===== src/hw/rtl/spq_pkg.sv =====
// ----------------------------------------------------------------------------
// spq_pkg: shared types and constants of the sorted priority queue
// Depth, field widths, status and operation codes, memory word layout.
// ----------------------------------------------------------------------------
package spq_pkg;
  localparam int unsigned QueueDepth = 16;
  localparam int unsigned AddrW      = $clog2(QueueDepth);
  localparam int unsigned CountW     = $clog2(QueueDepth + 1);
  localparam int unsigned PrioW      = 8;
  localparam int unsigned IdW        = 16;

  localparam logic       OP_INSERT = 1'b0;
  localparam logic       OP_REMOVE = 1'b1;
  localparam logic [1:0] ST_OK     = 2'd0;
  localparam logic [1:0] ST_FULL   = 2'd1;
  localparam logic [1:0] ST_EMPTY  = 2'd2;

  typedef struct packed {
    logic [PrioW-1:0] prio;
    logic [IdW-1:0]   id;
  } entry_t;

  // First member lands in the top bits, so removed_id sits at bit 0.
  typedef struct packed {
    logic [1:0]       status;
    logic             is_empty;
    logic [PrioW-1:0] head_priority;
    logic [IdW-1:0]   head_id;
    logic [IdW-1:0]   removed_id;
  } result_t;
endpackage


===== src/hw/rtl/spq_ram.sv =====
// ----------------------------------------------------------------------------
// spq_ram: entry store
// One write port and one read port, read data registered.
// ----------------------------------------------------------------------------
module spq_ram (
  input  logic                   clk,
  input  logic                   we,
  input  logic [spq_pkg::AddrW-1:0] waddr,
  input  spq_pkg::entry_t        wdata,
  input  logic [spq_pkg::AddrW-1:0] raddr,
  output spq_pkg::entry_t        rdata
);
  spq_pkg::entry_t mem [spq_pkg::QueueDepth];

  always_ff @(posedge clk) begin
    if (we) begin
      mem[waddr] <= wdata;
    end
    rdata <= mem[raddr];
  end
endmodule


===== src/hw/rtl/stable_priority_queue.sv =====
// ----------------------------------------------------------------------------
// stable_priority_queue: bounded sorted priority queue
// Insert goes behind all entries of equal or higher priority; remove takes
// the head. Each transfer in yields one result with head, empty and status.
// ----------------------------------------------------------------------------
// channel | dir | handshake                 | payload
// in_     | in  | in_tvalid / in_tready     | in_tdata: op, priority, id
// out_    | out | out_tvalid / out_tready   | out_tdata: result fields
//
// Entries live in one RAM, sorted, head at address 0. An insert walks from
// the tail toward the head, one entry per cycle, moving each lower-priority
// entry back a slot, then writes the new item into the freed slot. A remove
// walks from the head toward the tail, moving every later entry forward a
// slot; full inserts and empty removes move nothing. in_tready returns the
// cycle after the result is formed. Reset clears control state only; slots
// beyond the occupancy never reach a result. A result not yet taken holds
// the next one in its final state until out_tready frees the output
// register.
module stable_priority_queue (
  input  logic        clk,
  input  logic        rst_n,
  input  logic        in_tvalid,
  output logic        in_tready,
  input  logic [31:0] in_tdata,   // [0] operation, [8:1] priority_req,
                                  // [24:9] item_id, [31:25] zero
  output logic        out_tvalid,
  input  logic        out_tready,
  output logic [47:0] out_tdata   // [15:0] removed_id, [31:16] head_id,
                                  // [39:32] head_priority, [40] is_empty,
                                  // [42:41] status, [47:43] zero
);
  localparam int unsigned AW = spq_pkg::AddrW;
  localparam int unsigned CW = spq_pkg::CountW;

  localparam logic [2:0] S_IDLE  = 3'd0;
  localparam logic [2:0] S_INS   = 3'd1;  // walk tail toward head
  localparam logic [2:0] S_PLACE = 3'd2;  // write new item into the head slot
  localparam logic [2:0] S_REM   = 3'd3;  // walk head toward tail
  localparam logic [2:0] S_HEAD  = 3'd4;  // read head after update
  localparam logic [2:0] S_DONE  = 3'd5;  // head data is back, form result

  logic [2:0]                state_r, state_nxt;
  logic [CW-1:0]             occ_r, occ_nxt;
  logic [CW-1:0]             pidx_r, pidx_nxt;  // slot whose read data is back
  logic [spq_pkg::PrioW-1:0] prio_r, prio_nxt;
  logic [spq_pkg::IdW-1:0]   id_r, id_nxt;
  logic [spq_pkg::IdW-1:0]   removed_r, removed_nxt;
  logic [1:0]                status_r, status_nxt;
  spq_pkg::result_t          res_r, res_nxt;
  logic                      ovalid_r, ovalid_nxt;
  logic                      load_res;

  logic            we;
  logic [AW-1:0]   waddr, raddr;
  spq_pkg::entry_t wdata, rdata;

  spq_ram u_ram (
    .clk(clk), .we(we), .waddr(waddr), .wdata(wdata),
    .raddr(raddr), .rdata(rdata)
  );

  wire accept = in_tvalid && in_tready;
  wire in_op  = in_tdata[0];

  assign in_tready  = (state_r == S_IDLE);
  assign out_tvalid = ovalid_r;
  assign out_tdata  = {5'd0, res_r};

  always_comb begin
    state_nxt   = state_r;
    occ_nxt     = occ_r;
    pidx_nxt    = pidx_r;
    prio_nxt    = prio_r;
    id_nxt      = id_r;
    removed_nxt = removed_r;
    status_nxt  = status_r;
    res_nxt     = res_r;
    load_res    = 1'b0;
    we          = 1'b0;
    waddr       = '0;
    wdata       = '{prio: prio_r, id: id_r};
    raddr       = '0;
    unique case (state_r)
      S_IDLE: begin
        if (accept) begin
          prio_nxt    = in_tdata[8:1];
          id_nxt      = in_tdata[24:9];
          removed_nxt = '0;
          status_nxt  = spq_pkg::ST_OK;
          if (in_op == spq_pkg::OP_INSERT) begin
            if (occ_r == CW'(spq_pkg::QueueDepth)) begin
              status_nxt = spq_pkg::ST_FULL;
              state_nxt  = S_HEAD;
            end else if (occ_r == '0) begin
              state_nxt = S_PLACE;
            end else begin
              // Start at the tail.
              raddr     = AW'(occ_r - 1'b1);
              pidx_nxt  = occ_r - 1'b1;
              state_nxt = S_INS;
            end
          end else begin
            if (occ_r == '0) begin
              status_nxt = spq_pkg::ST_EMPTY;
              state_nxt  = S_HEAD;
            end else begin
              raddr     = '0;
              pidx_nxt  = '0;
              state_nxt = S_REM;
            end
          end
        end
      end
      S_INS: begin
        // Move a lower-priority entry back one slot, or drop the new item
        // in right behind an entry of equal or higher priority.
        we    = 1'b1;
        waddr = AW'(pidx_r + 1'b1);
        if (rdata.prio < prio_r) begin
          wdata = rdata;
          if (pidx_r == '0) begin
            state_nxt = S_PLACE;
          end else begin
            raddr    = AW'(pidx_r - 1'b1);
            pidx_nxt = pidx_r - 1'b1;
          end
        end else begin
          occ_nxt   = occ_r + 1'b1;
          state_nxt = S_HEAD;
        end
      end
      S_PLACE: begin
        we        = 1'b1;
        waddr     = '0;
        occ_nxt   = occ_r + 1'b1;
        state_nxt = S_HEAD;
      end
      S_REM: begin
        // Slot 0 is the removed item; every later slot advances by one.
        if (pidx_r == '0) begin
          removed_nxt = rdata.id;
        end else begin
          we    = 1'b1;
          waddr = AW'(pidx_r - 1'b1);
          wdata = rdata;
        end
        if ((pidx_r + 1'b1) < occ_r) begin
          raddr    = AW'(pidx_r + 1'b1);
          pidx_nxt = pidx_r + 1'b1;
        end else begin
          occ_nxt   = occ_r - 1'b1;
          state_nxt = S_HEAD;
        end
      end
      S_HEAD: begin
        raddr     = '0;
        state_nxt = S_DONE;
      end
      S_DONE: begin
        // Keep reading the head so the data holds while the output is busy.
        raddr = '0;
        if (!ovalid_r || out_tready) begin
          load_res              = 1'b1;
          res_nxt.removed_id    = removed_r;
          res_nxt.status        = status_r;
          res_nxt.is_empty      = (occ_r == '0);
          res_nxt.head_id       = (occ_r == '0) ? '0 : rdata.id;
          res_nxt.head_priority = (occ_r == '0) ? '0 : rdata.prio;
          state_nxt             = S_IDLE;
        end
      end
      default: state_nxt = S_IDLE;
    endcase
  end

  always_comb begin
    ovalid_nxt = ovalid_r;
    if (load_res) begin
      ovalid_nxt = 1'b1;
    end else if (out_tready) begin
      ovalid_nxt = 1'b0;
    end
  end

  always_ff @(posedge clk) begin
    if (!rst_n) begin
      state_r   <= S_IDLE;
      occ_r     <= '0;
      pidx_r    <= '0;
      prio_r    <= '0;
      id_r      <= '0;
      removed_r <= '0;
      status_r  <= spq_pkg::ST_OK;
      res_r     <= '0;
      ovalid_r  <= 1'b0;
    end else begin
      state_r   <= state_nxt;
      occ_r     <= occ_nxt;
      pidx_r    <= pidx_nxt;
      prio_r    <= prio_nxt;
      id_r      <= id_nxt;
      removed_r <= removed_nxt;
      status_r  <= status_nxt;
      res_r     <= res_nxt;
      ovalid_r  <= ovalid_nxt;
    end
  end

`ifndef SYNTHESIS
  a_rdy: assert property (@(posedge clk) disable iff (!rst_n)
    in_tready |-> state_r == S_IDLE) else $error("ready outside idle");
  a_occ: assert property (@(posedge clk) disable iff (!rst_n)
    occ_r <= CW'(spq_pkg::QueueDepth)) else $error("occupancy overflow");
  a_res: assert property (@(posedge clk) disable iff (!rst_n)
    (state_r == S_DONE) |=> out_tvalid) else $error("result lost");
  a_hold: assert property (@(posedge clk) disable iff (!rst_n)
    (out_tvalid && !out_tready) |=> (out_tvalid && $stable(out_tdata)))
    else $error("result changed while stalled");
`endif
endmodule


===== config.mk =====
export PLATFORM = sky130hd
export DESIGN_NAME = stable_priority_queue
export DESIGN_NICKNAME = d
export VERILOG_FILES = /design/src/hw/rtl/spq_pkg.sv /design/src/hw/rtl/spq_ram.sv /design/src/hw/rtl/stable_priority_queue.sv
export SDC_FILE = /design/constraint.sdc
export NUM_CORES = 1
export LEC_CHECK = 0
export BUFFER_PORTS_ARGS = -buffer_cell sky130_fd_sc_hd__buf_2
export CELL_PAD_IN_SITES_DETAIL_PLACEMENT = 1
export CELL_PAD_IN_SITES_GLOBAL_PLACEMENT = 1
export CORE_MARGIN = 5
export CORE_UTILIZATION = 54
export CTS_CLUSTER_DIAMETER = 30
export CTS_CLUSTER_SIZE = 10
export DETAILED_ROUTE_END_ITERATION = 12
export PLACE_DENSITY_LB_ADDON = 0.15
export SYNTH_ARGS = -nofsm -noshare
export SYNTH_HDL_FRONTEND = slang
export SYNTH_SLANG_ARGS = --single-unit

===== constraint.sdc =====
create_clock -name clk -period 10.4 [get_ports clk]
set_input_delay 0.52 -clock clk [delete_from_list [all_inputs] [get_ports clk]]
set_output_delay 0.52 -clock clk [all_outputs]
set_load 0.1 [all_outputs]

==> flow_metrics.env, run 1 <==
export IMPL_synthMuxAreaShare=0.01885
export IMPL_r2r_cells=13
export IMPL_ctsHoldBuffers=0
export IMPL_tightest_slew_ps=1310
export IMPL_r2r_start="pidx_r[0]$_SDFFE_PN0P_"
export IMPL_cp_required_ps=10920
export IMPL_tritoncts="built"
export IMPL_hpwl_um=34550
export IMPL_p_int_uw=5335
export IMPL_grt_util_all_layers=0.3376
export IMPL_cp_max_fo=87
export IMPL_ys_ff_latch=507
export IMPL_netlist_instances=1759
export IMPL_fill_cells=3608
export IMPL_antenna_cells=0
export IMPL_ios=86
export IMPL_synth_top_family_by_area="simple AND/OR/NAND/NOR gates"
export IMPL_post_cts_resized=0
export IMPL_drive_above_1_share=0.1728
export IMPL_synth_area_um2=20710
export IMPL_cap_viol_max_count=0
export IMPL_avgSynthCellArea_um2=11.78
export IMPL_synth_top_cells_by_area="edfxtp_1 (56%), dfxtp_1 (12%), nand2_1 (9.0%)"
export IMPL_power_uw=8149
export IMPL_synth_commonest_cells="nand2_1 (498), edfxtp_1 (384), dfxtp_1 (123)"
export IMPL_regArea_um2=13990
export IMPL_pwr_share_comb=0.240
export IMPL_cts_made_buffers=101
export IMPL_finalNetCount=1927
export IMPL_grt_pass1_wl_um=106500
export IMPL_portBuffers=73
export IMPL_die_w_um=205.9
export IMPL_firstDrtPassIters=5
export IMPL_overflow=0
export IMPL_p_leak_uw=0.009316
export IMPL_synth_distinct_cells=56
export IMPL_clock_sinks=507
export IMPL_relSlewSlack=0.1243
export IMPL_syn2layout_area_growth_pct=22.94
export IMPL_row_count=71
export IMPL_arrival_ps=5710
export IMPL_multi_input_area_um2=6275
export IMPL_antenna_found_initial=0
export IMPL_pwr_share_seq=0.328
export IMPL_synth_compound_area_share=0.1003
export IMPL_crit_type="flip-flop to flip-flop"
export IMPL_place_gp_congestion=0.7903
export IMPL_setup_viol=0
export IMPL_swShare=0.3453
export IMPL_yosys_area_top_type="edfxtp_1"
export IMPL_synth_edf_count=384
export IMPL_synth_most_common_cell="nand2_1"
export IMPL_r2r_end="u_ram.rdata[21]$_DFF_P_"
export IMPL_post_drt_via_cell_ratio=6.322
export IMPL_p_sw_uw=2813
export IMPL_rsz0062_at_grt="false"
export IMPL_grt_pass1_vias=16980
export IMPL_yosys_area_share_xor_xnor=0.006342
export IMPL_postCtsSetupBuffers=0
export IMPL_ir_drop_mv=0.1874
export IMPL_clock_path_buffers=3
export IMPL_die_h_um=205.9
export IMPL_setup_worst_path_end_class="flip-flop"
export IMPL_synth_simple_gate_area_frac=0.1589
export IMPL_grt_start_max_net_pins=100
export IMPL_status="finished clean"
export IMPL_ant_nets=0
export IMPL_wl_per_cell_um=28.98
export IMPL_hp_class="input port to flip-flop"
export IMPL_cts_reportedPaths_clkPinSlew_ps=50
export IMPL_start_util=0.5486
export IMPL_drtIter0Drc=1815
export IMPL_min_to="id_r[14]$_SDFFE_PN0P_"
export IMPL_final_hold_viol_count=0
export IMPL_drc=0
export IMPL_ys_warn_count=0
export IMPL_hold_start="in_tdata[23]"
export IMPL_cts_root_buf="clkbuf_16"
export IMPL_async_reset_ff_frac=0
export IMPL_core_area_um2=37760
export IMPL_power_density_nw_per_um2=320.0
export IMPL_die_area_um2=42380
export IMPL_max_freq_mhz=192.4
export IMPL_holdPathStages=3
export IMPL_p_clk_frac=0.432
export IMPL_finClkSkew_ps=61.04
export IMPL_ys_seq_area_frac=0.6756
export IMPL_min_period_over_period=0.4999
export IMPL_clkLatencyLatePin_ps=660
export IMPL_ys_flop_type="edfxtp_1"
export IMPL_startpoint_type="flip-flop"
export IMPL_vias=15640
export IMPL_drv_slew=0
export IMPL_htreeDepth=3
export IMPL_r2r_slack_ps=5200
export IMPL_min_period_ps=5199
export IMPL_synthAdderAreaFrac=0.01027
export IMPL_wl_um=71680
export IMPL_synth_top_area_frac=0.5567
export IMPL_tns_ps=0
==> cell type report <==
type,instances,share of cell area
clock buffers,121,0.1082
repair buffers,126,0.02997
well taps,511,0.02511
inverters,21,0.003095
multi-input cells,1117,0.2464
flip-flops and latches,507,0.5495
clock inverters,70,0.03773
==> worst max-delay path, cell delays in order (launching register included) <==
cell and delay (ps):
dfxtp_1 600, inv_1 220, ha_1 460, ha_1 310
a21boi_0 180, o22a_1 240, a211oi_4 120, a31oi_1 480
o22a_4 510, buf_4 860, nand2_1 180, a21oi_1 280
o32a_1 240, nor3b_1 380
==> power by group through the flow <==
| stage | Sequential (uW) | Clock [uW] | Combinational, uW |
|---|---|---|---|
| 2_1_floorplan | 2580 | 0 | 1210 |
| 6_report | 2670 | 3520 | 1960 |
| 5_1_grt | 2670 | 3650 | 2070 |
| 3_5_place_dp | 2680 | 0 | 1800 |
| 3_3_place_gp | 2680 | 0 | 1720 |
| 4_1_cts | 2660 | 3530 | 1920 |
==> routing by layer <==
| layer | part of all wire | vias to the layer above | track usage |
|---|---|---|---|
| li1 | - | 6556 | - |
| met1 | 0.37 | 7957 | 0.4129 |
| met2 | 0.51 | 895 | 0.5754 |
| met3 | 0.076 | 227 | 0.07014 |
| met4 | 0.049 | 0 | 0.1621 |
| met5 | 0 | - | 0 |
==> through the flow <==
stage	hold WS, ps	utilization	instance area [um2]	std cells	setup slack, ps
floorplan	441.2	-	20730	1763	6641
global placement	450.3	0.5761	21750	2282	5515
detailed placement	458.9	0.5761	21750	2282	5411
CTS	103.4	0.6745	25470	2473	5297
global route	127.8	0.6745	25470	2473	4924
finish	122.5	0.6745	25470	2473	5202
==> cell families (layout without fill, tap and decap cells) <==
logic type	count (synthesis)	after routing
and+or+nand+nor	735	735
DFF	507	507
AOI/OAI and AO/OA	306	306
buffers and inverters	139	338
muxes	39	39
adders and majority gates	17	17
xor gates and xnor gates	15	15
other	1	5
==> state kept, by name, indices dropped and copies added (netlist names) <==
signal and flops:
u_ram.mem 384, out_tdata 43, u_ram.rdata 24, id_r 16, removed_r 16, prio_r 8
occ_r 5, pidx_r 5, state_r 3, status_r 2, out_tvalid 1
==> worst max path at each step <==
stage | cells past startpoint | to | slack (ps) | startpoint
after floorplan | 7 | state_r[0]$_SDFFE_PN0P_ | 6640 | state_r[0]$_SDFFE_PN0P_
after global routing | 13 | u_ram.rdata[6]$_DFF_P_ | 4920 | pidx_r[0]$_SDFFE_PN0P_
after CTS | 13 | u_ram.rdata[19]$_DFF_P_ | 5300 | pidx_r[0]$_SDFFE_PN0P_
final | 13 | u_ram.rdata[21]$_DFF_P_ | 5200 | pidx_r[0]$_SDFFE_PN0P_
after global placement | 13 | u_ram.rdata[3]$_DFF_P_ | 5520 | pidx_r[0]$_SDFFE_PN0P_
after detailed placement | 13 | u_ram.rdata[18]$_DFF_P_ | 5410 | pidx_r[0]$_SDFFE_PN0P_
==> cell usage in the layout (no fill, tap or decap), types with 4 or more instances in the layout <==
cell type	synthesis	layout
a21boi_0	65	65
a21oi_1	109	108
a22oi_1	26	26
a32oi_1	24	24
and2_1	8	8
buf_2	37	73
buf_4	6	53
bufinv_16	0	17
clkbuf_1	68	7
clkbuf_16	0	103
clkbuf_8	0	11
clkinv_1	0	4
clkinv_2	0	13
clkinv_4	0	10
clkinvlp_4	0	13
conb_1	1	5
dfxtp_1	123	123
edfxtp_1	384	384
ha_1	17	17
inv_1	21	21
inv_6	0	5
mux2i_1	39	39
nand2_1	498	498
nand3_1	70	69
nand3b_1	49	49
nor2_1	35	17
nor2_2	0	9
nor2_4	0	9
nor2b_1	29	28
nor3_1	5	5
nor3b_1	23	23
o21ai_0	32	30
o32a_1	23	23
xnor2_1	13	13
Power figures use the tool's default switching activity.
==> inputs of run 2 (changes only) <==
--- a/config.mk
+++ b/config.mk
@@ -9,7 +9,7 @@
 export CELL_PAD_IN_SITES_DETAIL_PLACEMENT = 1
 export CELL_PAD_IN_SITES_GLOBAL_PLACEMENT = 1
 export CORE_MARGIN = 5
-export CORE_UTILIZATION = 54
+export CORE_UTILIZATION = 50
 export CTS_CLUSTER_DIAMETER = 30
 export CTS_CLUSTER_SIZE = 10
 export DETAILED_ROUTE_END_ITERATION = 12
==> constraint.sdc (replaced) <==
create_clock -name clk -period 5.3 [get_ports clk]
set_input_delay 0.265 -clock clk [delete_from_list [all_inputs] [get_ports clk]]
set_output_delay 0.265 -clock clk [all_outputs]
set_load 0.1 [all_outputs]
==> flow_metrics.env, run 2 (same netlist as run 1, synthesis figures left out) <==
export IMPL_final_common_cell="nand2_1"
export IMPL_drc=0
export IMPL_r2r_end="u_ram.rdata[0]$_DFF_P_"
export IMPL_cts_made_buffers=103
export IMPL_drv_slew=0
export IMPL_regMostFlops="u_ram.mem"
export IMPL_hold_start="in_tdata[0]"
export IMPL_min_period_ps=4592
export IMPL_postCtsSetupBuffers=0
export IMPL_antenna_cells=0
export IMPL_ios=86
export IMPL_grt_start_max_net_pins=100
export IMPL_die_area_um2=45600
export IMPL_die_h_um=213.5
export IMPL_cpMostUsedCell="ha_1"
export IMPL_pwr_share_comb=0.249
export IMPL_post_drt_via_cell_ratio=5.909
export IMPL_swShare=0.3351
export IMPL_hpwl_um=37470
export IMPL_drive_above_1_share=0.1687
export IMPL_min_period_over_period=0.8664
export IMPL_ant_nets=0
export IMPL_crit_type="flip-flop to flip-flop"
export IMPL_place_gp_congestion=0.7963
export IMPL_finalNetCount=1971
export IMPL_critical_path_max_stage_delay_ps=770
export IMPL_status="finished clean"
export IMPL_overflow=0
export IMPL_cts_reportedPaths_clkPinSlew_ps=40
export IMPL_crit_slowest_cell="o22a_4"
export IMPL_pwr_share_seq=0.346
export IMPL_tightest_slew_ps=1282
export IMPL_final_hold_viol_count=0
export IMPL_crit_family="compound AO/OA/AOI/OAI gates"
export IMPL_syn2layout_area_growth_pct=23.65
export IMPL_cp_required_ps=5780
export IMPL_p_sw_uw=5076
export IMPL_hp_class="input port to flip-flop"
export IMPL_grt_pass1_vias=16270
export IMPL_r2r_start="pidx_r[0]$_SDFFE_PN0P_"
export IMPL_drtIter0Drc=1124
export IMPL_max_freq_mhz=217.8
export IMPL_final_cell_area_um2=25610
export IMPL_vias=14990
export IMPL_row_count=74
export IMPL_clkLatencyLatePin_ps=630
export IMPL_antenna_found_initial=0
export IMPL_wl_per_cell_um=25.76
export IMPL_cp_max_fo=54
export IMPL_crit_buf_inv=2
export IMPL_holdWs_ps=27.91
export IMPL_cap_viol_max_count=0
export IMPL_dpl_worst_slack_ps=795.0
export IMPL_startpoint_type="flip-flop"
export IMPL_firstDrtPassIters=5
export IMPL_tns_ps=0
export IMPL_p_leak_uw=0.009404
export IMPL_relSlewSlack=0.1447
export IMPL_min_to="status_r[1]$_SDFFE_PN0P_"
export IMPL_clock_path_buffers=3
export IMPL_portBuffers=73
export IMPL_final_cell_mix="nand2_1 (498), edfxtp_1 (384), dfxtp_1 (123)"
export IMPL_p_clk_frac=0.405
export IMPL_htreeDepth=3
export IMPL_finClkSkew_ps=37.56
export IMPL_cts_root_buf="clkbuf_16"
export IMPL_crit_chain="inv_1 > ha_1 > ha_1 > a21boi_0 > o22a_1 > a211oi_4 > a31oi_1 > o22a_4 > buf_12 > mux2i_1 > a32oi_1 > o32a_1 > nor3b_1"
export IMPL_arrival_ps=5080
export IMPL_r2r_slack_ps=710
export IMPL_die_w_um=213.5
export IMPL_p_int_uw=10070
export IMPL_largest_reg_flops=384
export IMPL_tritoncts="built"
export IMPL_grt_util_all_layers=0.2858
export IMPL_ir_drop_mv=0.3088
export IMPL_holdPathStages=3
export IMPL_clock_sinks=507
export IMPL_start_util=0.5061
export IMPL_power_density_nw_per_um2=591.3
export IMPL_layout_setup_ws_ps=708.2
export IMPL_r2r_cells=13
export IMPL_grt_pass1_wl_um=97820
export IMPL_setup_viol=0
export IMPL_placed_area_um2=22030
export IMPL_wl_um=65330
export IMPL_rsz0062_at_grt="false"
export IMPL_core_area_um2=40920
export IMPL_setup_worst_path_end_class="flip-flop"
run 2: changes by cell type in the layout (fill, tap and decap cells not counted), moves of 3 or more:
cell / delta
clkinvlp_4: -5
dlygate4sd3_1: +23
bufinv_16: -11
buf_4: +6
clkbuf_1: +15
clkinv_1: +5
nor2_2: +9
buf_12: +13
clkinv_2: +4
nor2_4: -9
clkbuf_16: +3
run 2: stage by stage:
stage / utilization / instances / power (uW)
3_5_place_dp: 0.5383 / 2322 / 8948
2_1_floorplan: - / 1763 / 7450
5_1_grt: 0.6258 / 2536 / 15740
4_1_cts: 0.6258 / 2536 / 15190
6_report: 0.6258 / 2536 / 15150
3_3_place_gp: 0.5383 / 2322 / 8792
run 2: tightest hold or removal path, stage by stage:
cell	delay, ps
buf_2	160
nand3_1	80
a21boi_0	70
run 2: repair_timing:
item                                   CTS  global route
endpoints found under the hold margin   23             0
hold buffers                            23             0
gates resized for setup                  0             0
run 2: final cells by class:
class,count,area [um2]
Clock buffer,138,2873
Clock inverter,53,480.5
Fill cell,4032,15310
Inverter,21,78.83
Multi-Input combinational cell,1117,6222
Sequential cell,507,13990
Tap cell,532,665.6
Timing Repair Buffer,168,1299
run 2: power groups by stage:
| stage | clock, uW | combinational, uW | sequential [uW] |
|---|---|---|---|
| 3_5_place_dp | 0 | 3670 | 5280 |
| 6_report | 6140 | 3770 | 5240 |
| 5_1_grt | 6440 | 4060 | 5250 |
| 4_1_cts | 6200 | 3770 | 5220 |
| 3_3_place_gp | 0 | 3510 | 5280 |
| 2_1_floorplan | 0 | 2380 | 5070 |
run 2: how the worst max path moves through the flow:
stage,depth (start not counted),end,slack (ps),from
after floorplan,7,state_r[0]$_SDFFE_PN0P_,1540,state_r[0]$_SDFFE_PN0P_
after global placement,13,u_ram.rdata[18]$_DFF_P_,950,pidx_r[0]$_SDFFE_PN0P_
after detailed placement,13,u_ram.rdata[4]$_DFF_P_,790,pidx_r[0]$_SDFFE_PN0P_
after CTS,13,u_ram.rdata[17]$_DFF_P_,710,pidx_r[0]$_SDFFE_PN0P_
after global routing,13,u_ram.rdata[20]$_DFF_P_,420,pidx_r[0]$_SDFFE_PN0P_
final,13,u_ram.rdata[0]$_DFF_P_,710,pidx_r[0]$_SDFFE_PN0P_
run 2: routing by layer:
| layer | share of wire | vias up | track usage |
|---|---|---|---|
| met5 | 0 | - | 0 |
| met4 | 0.050 | 0 | 0.1452 |
| met3 | 0.059 | 163 | 0.05369 |
| met2 | 0.49 | 525 | 0.4781 |
| met1 | 0.40 | 7657 | 0.3584 |
| li1 | - | 6640 | - |
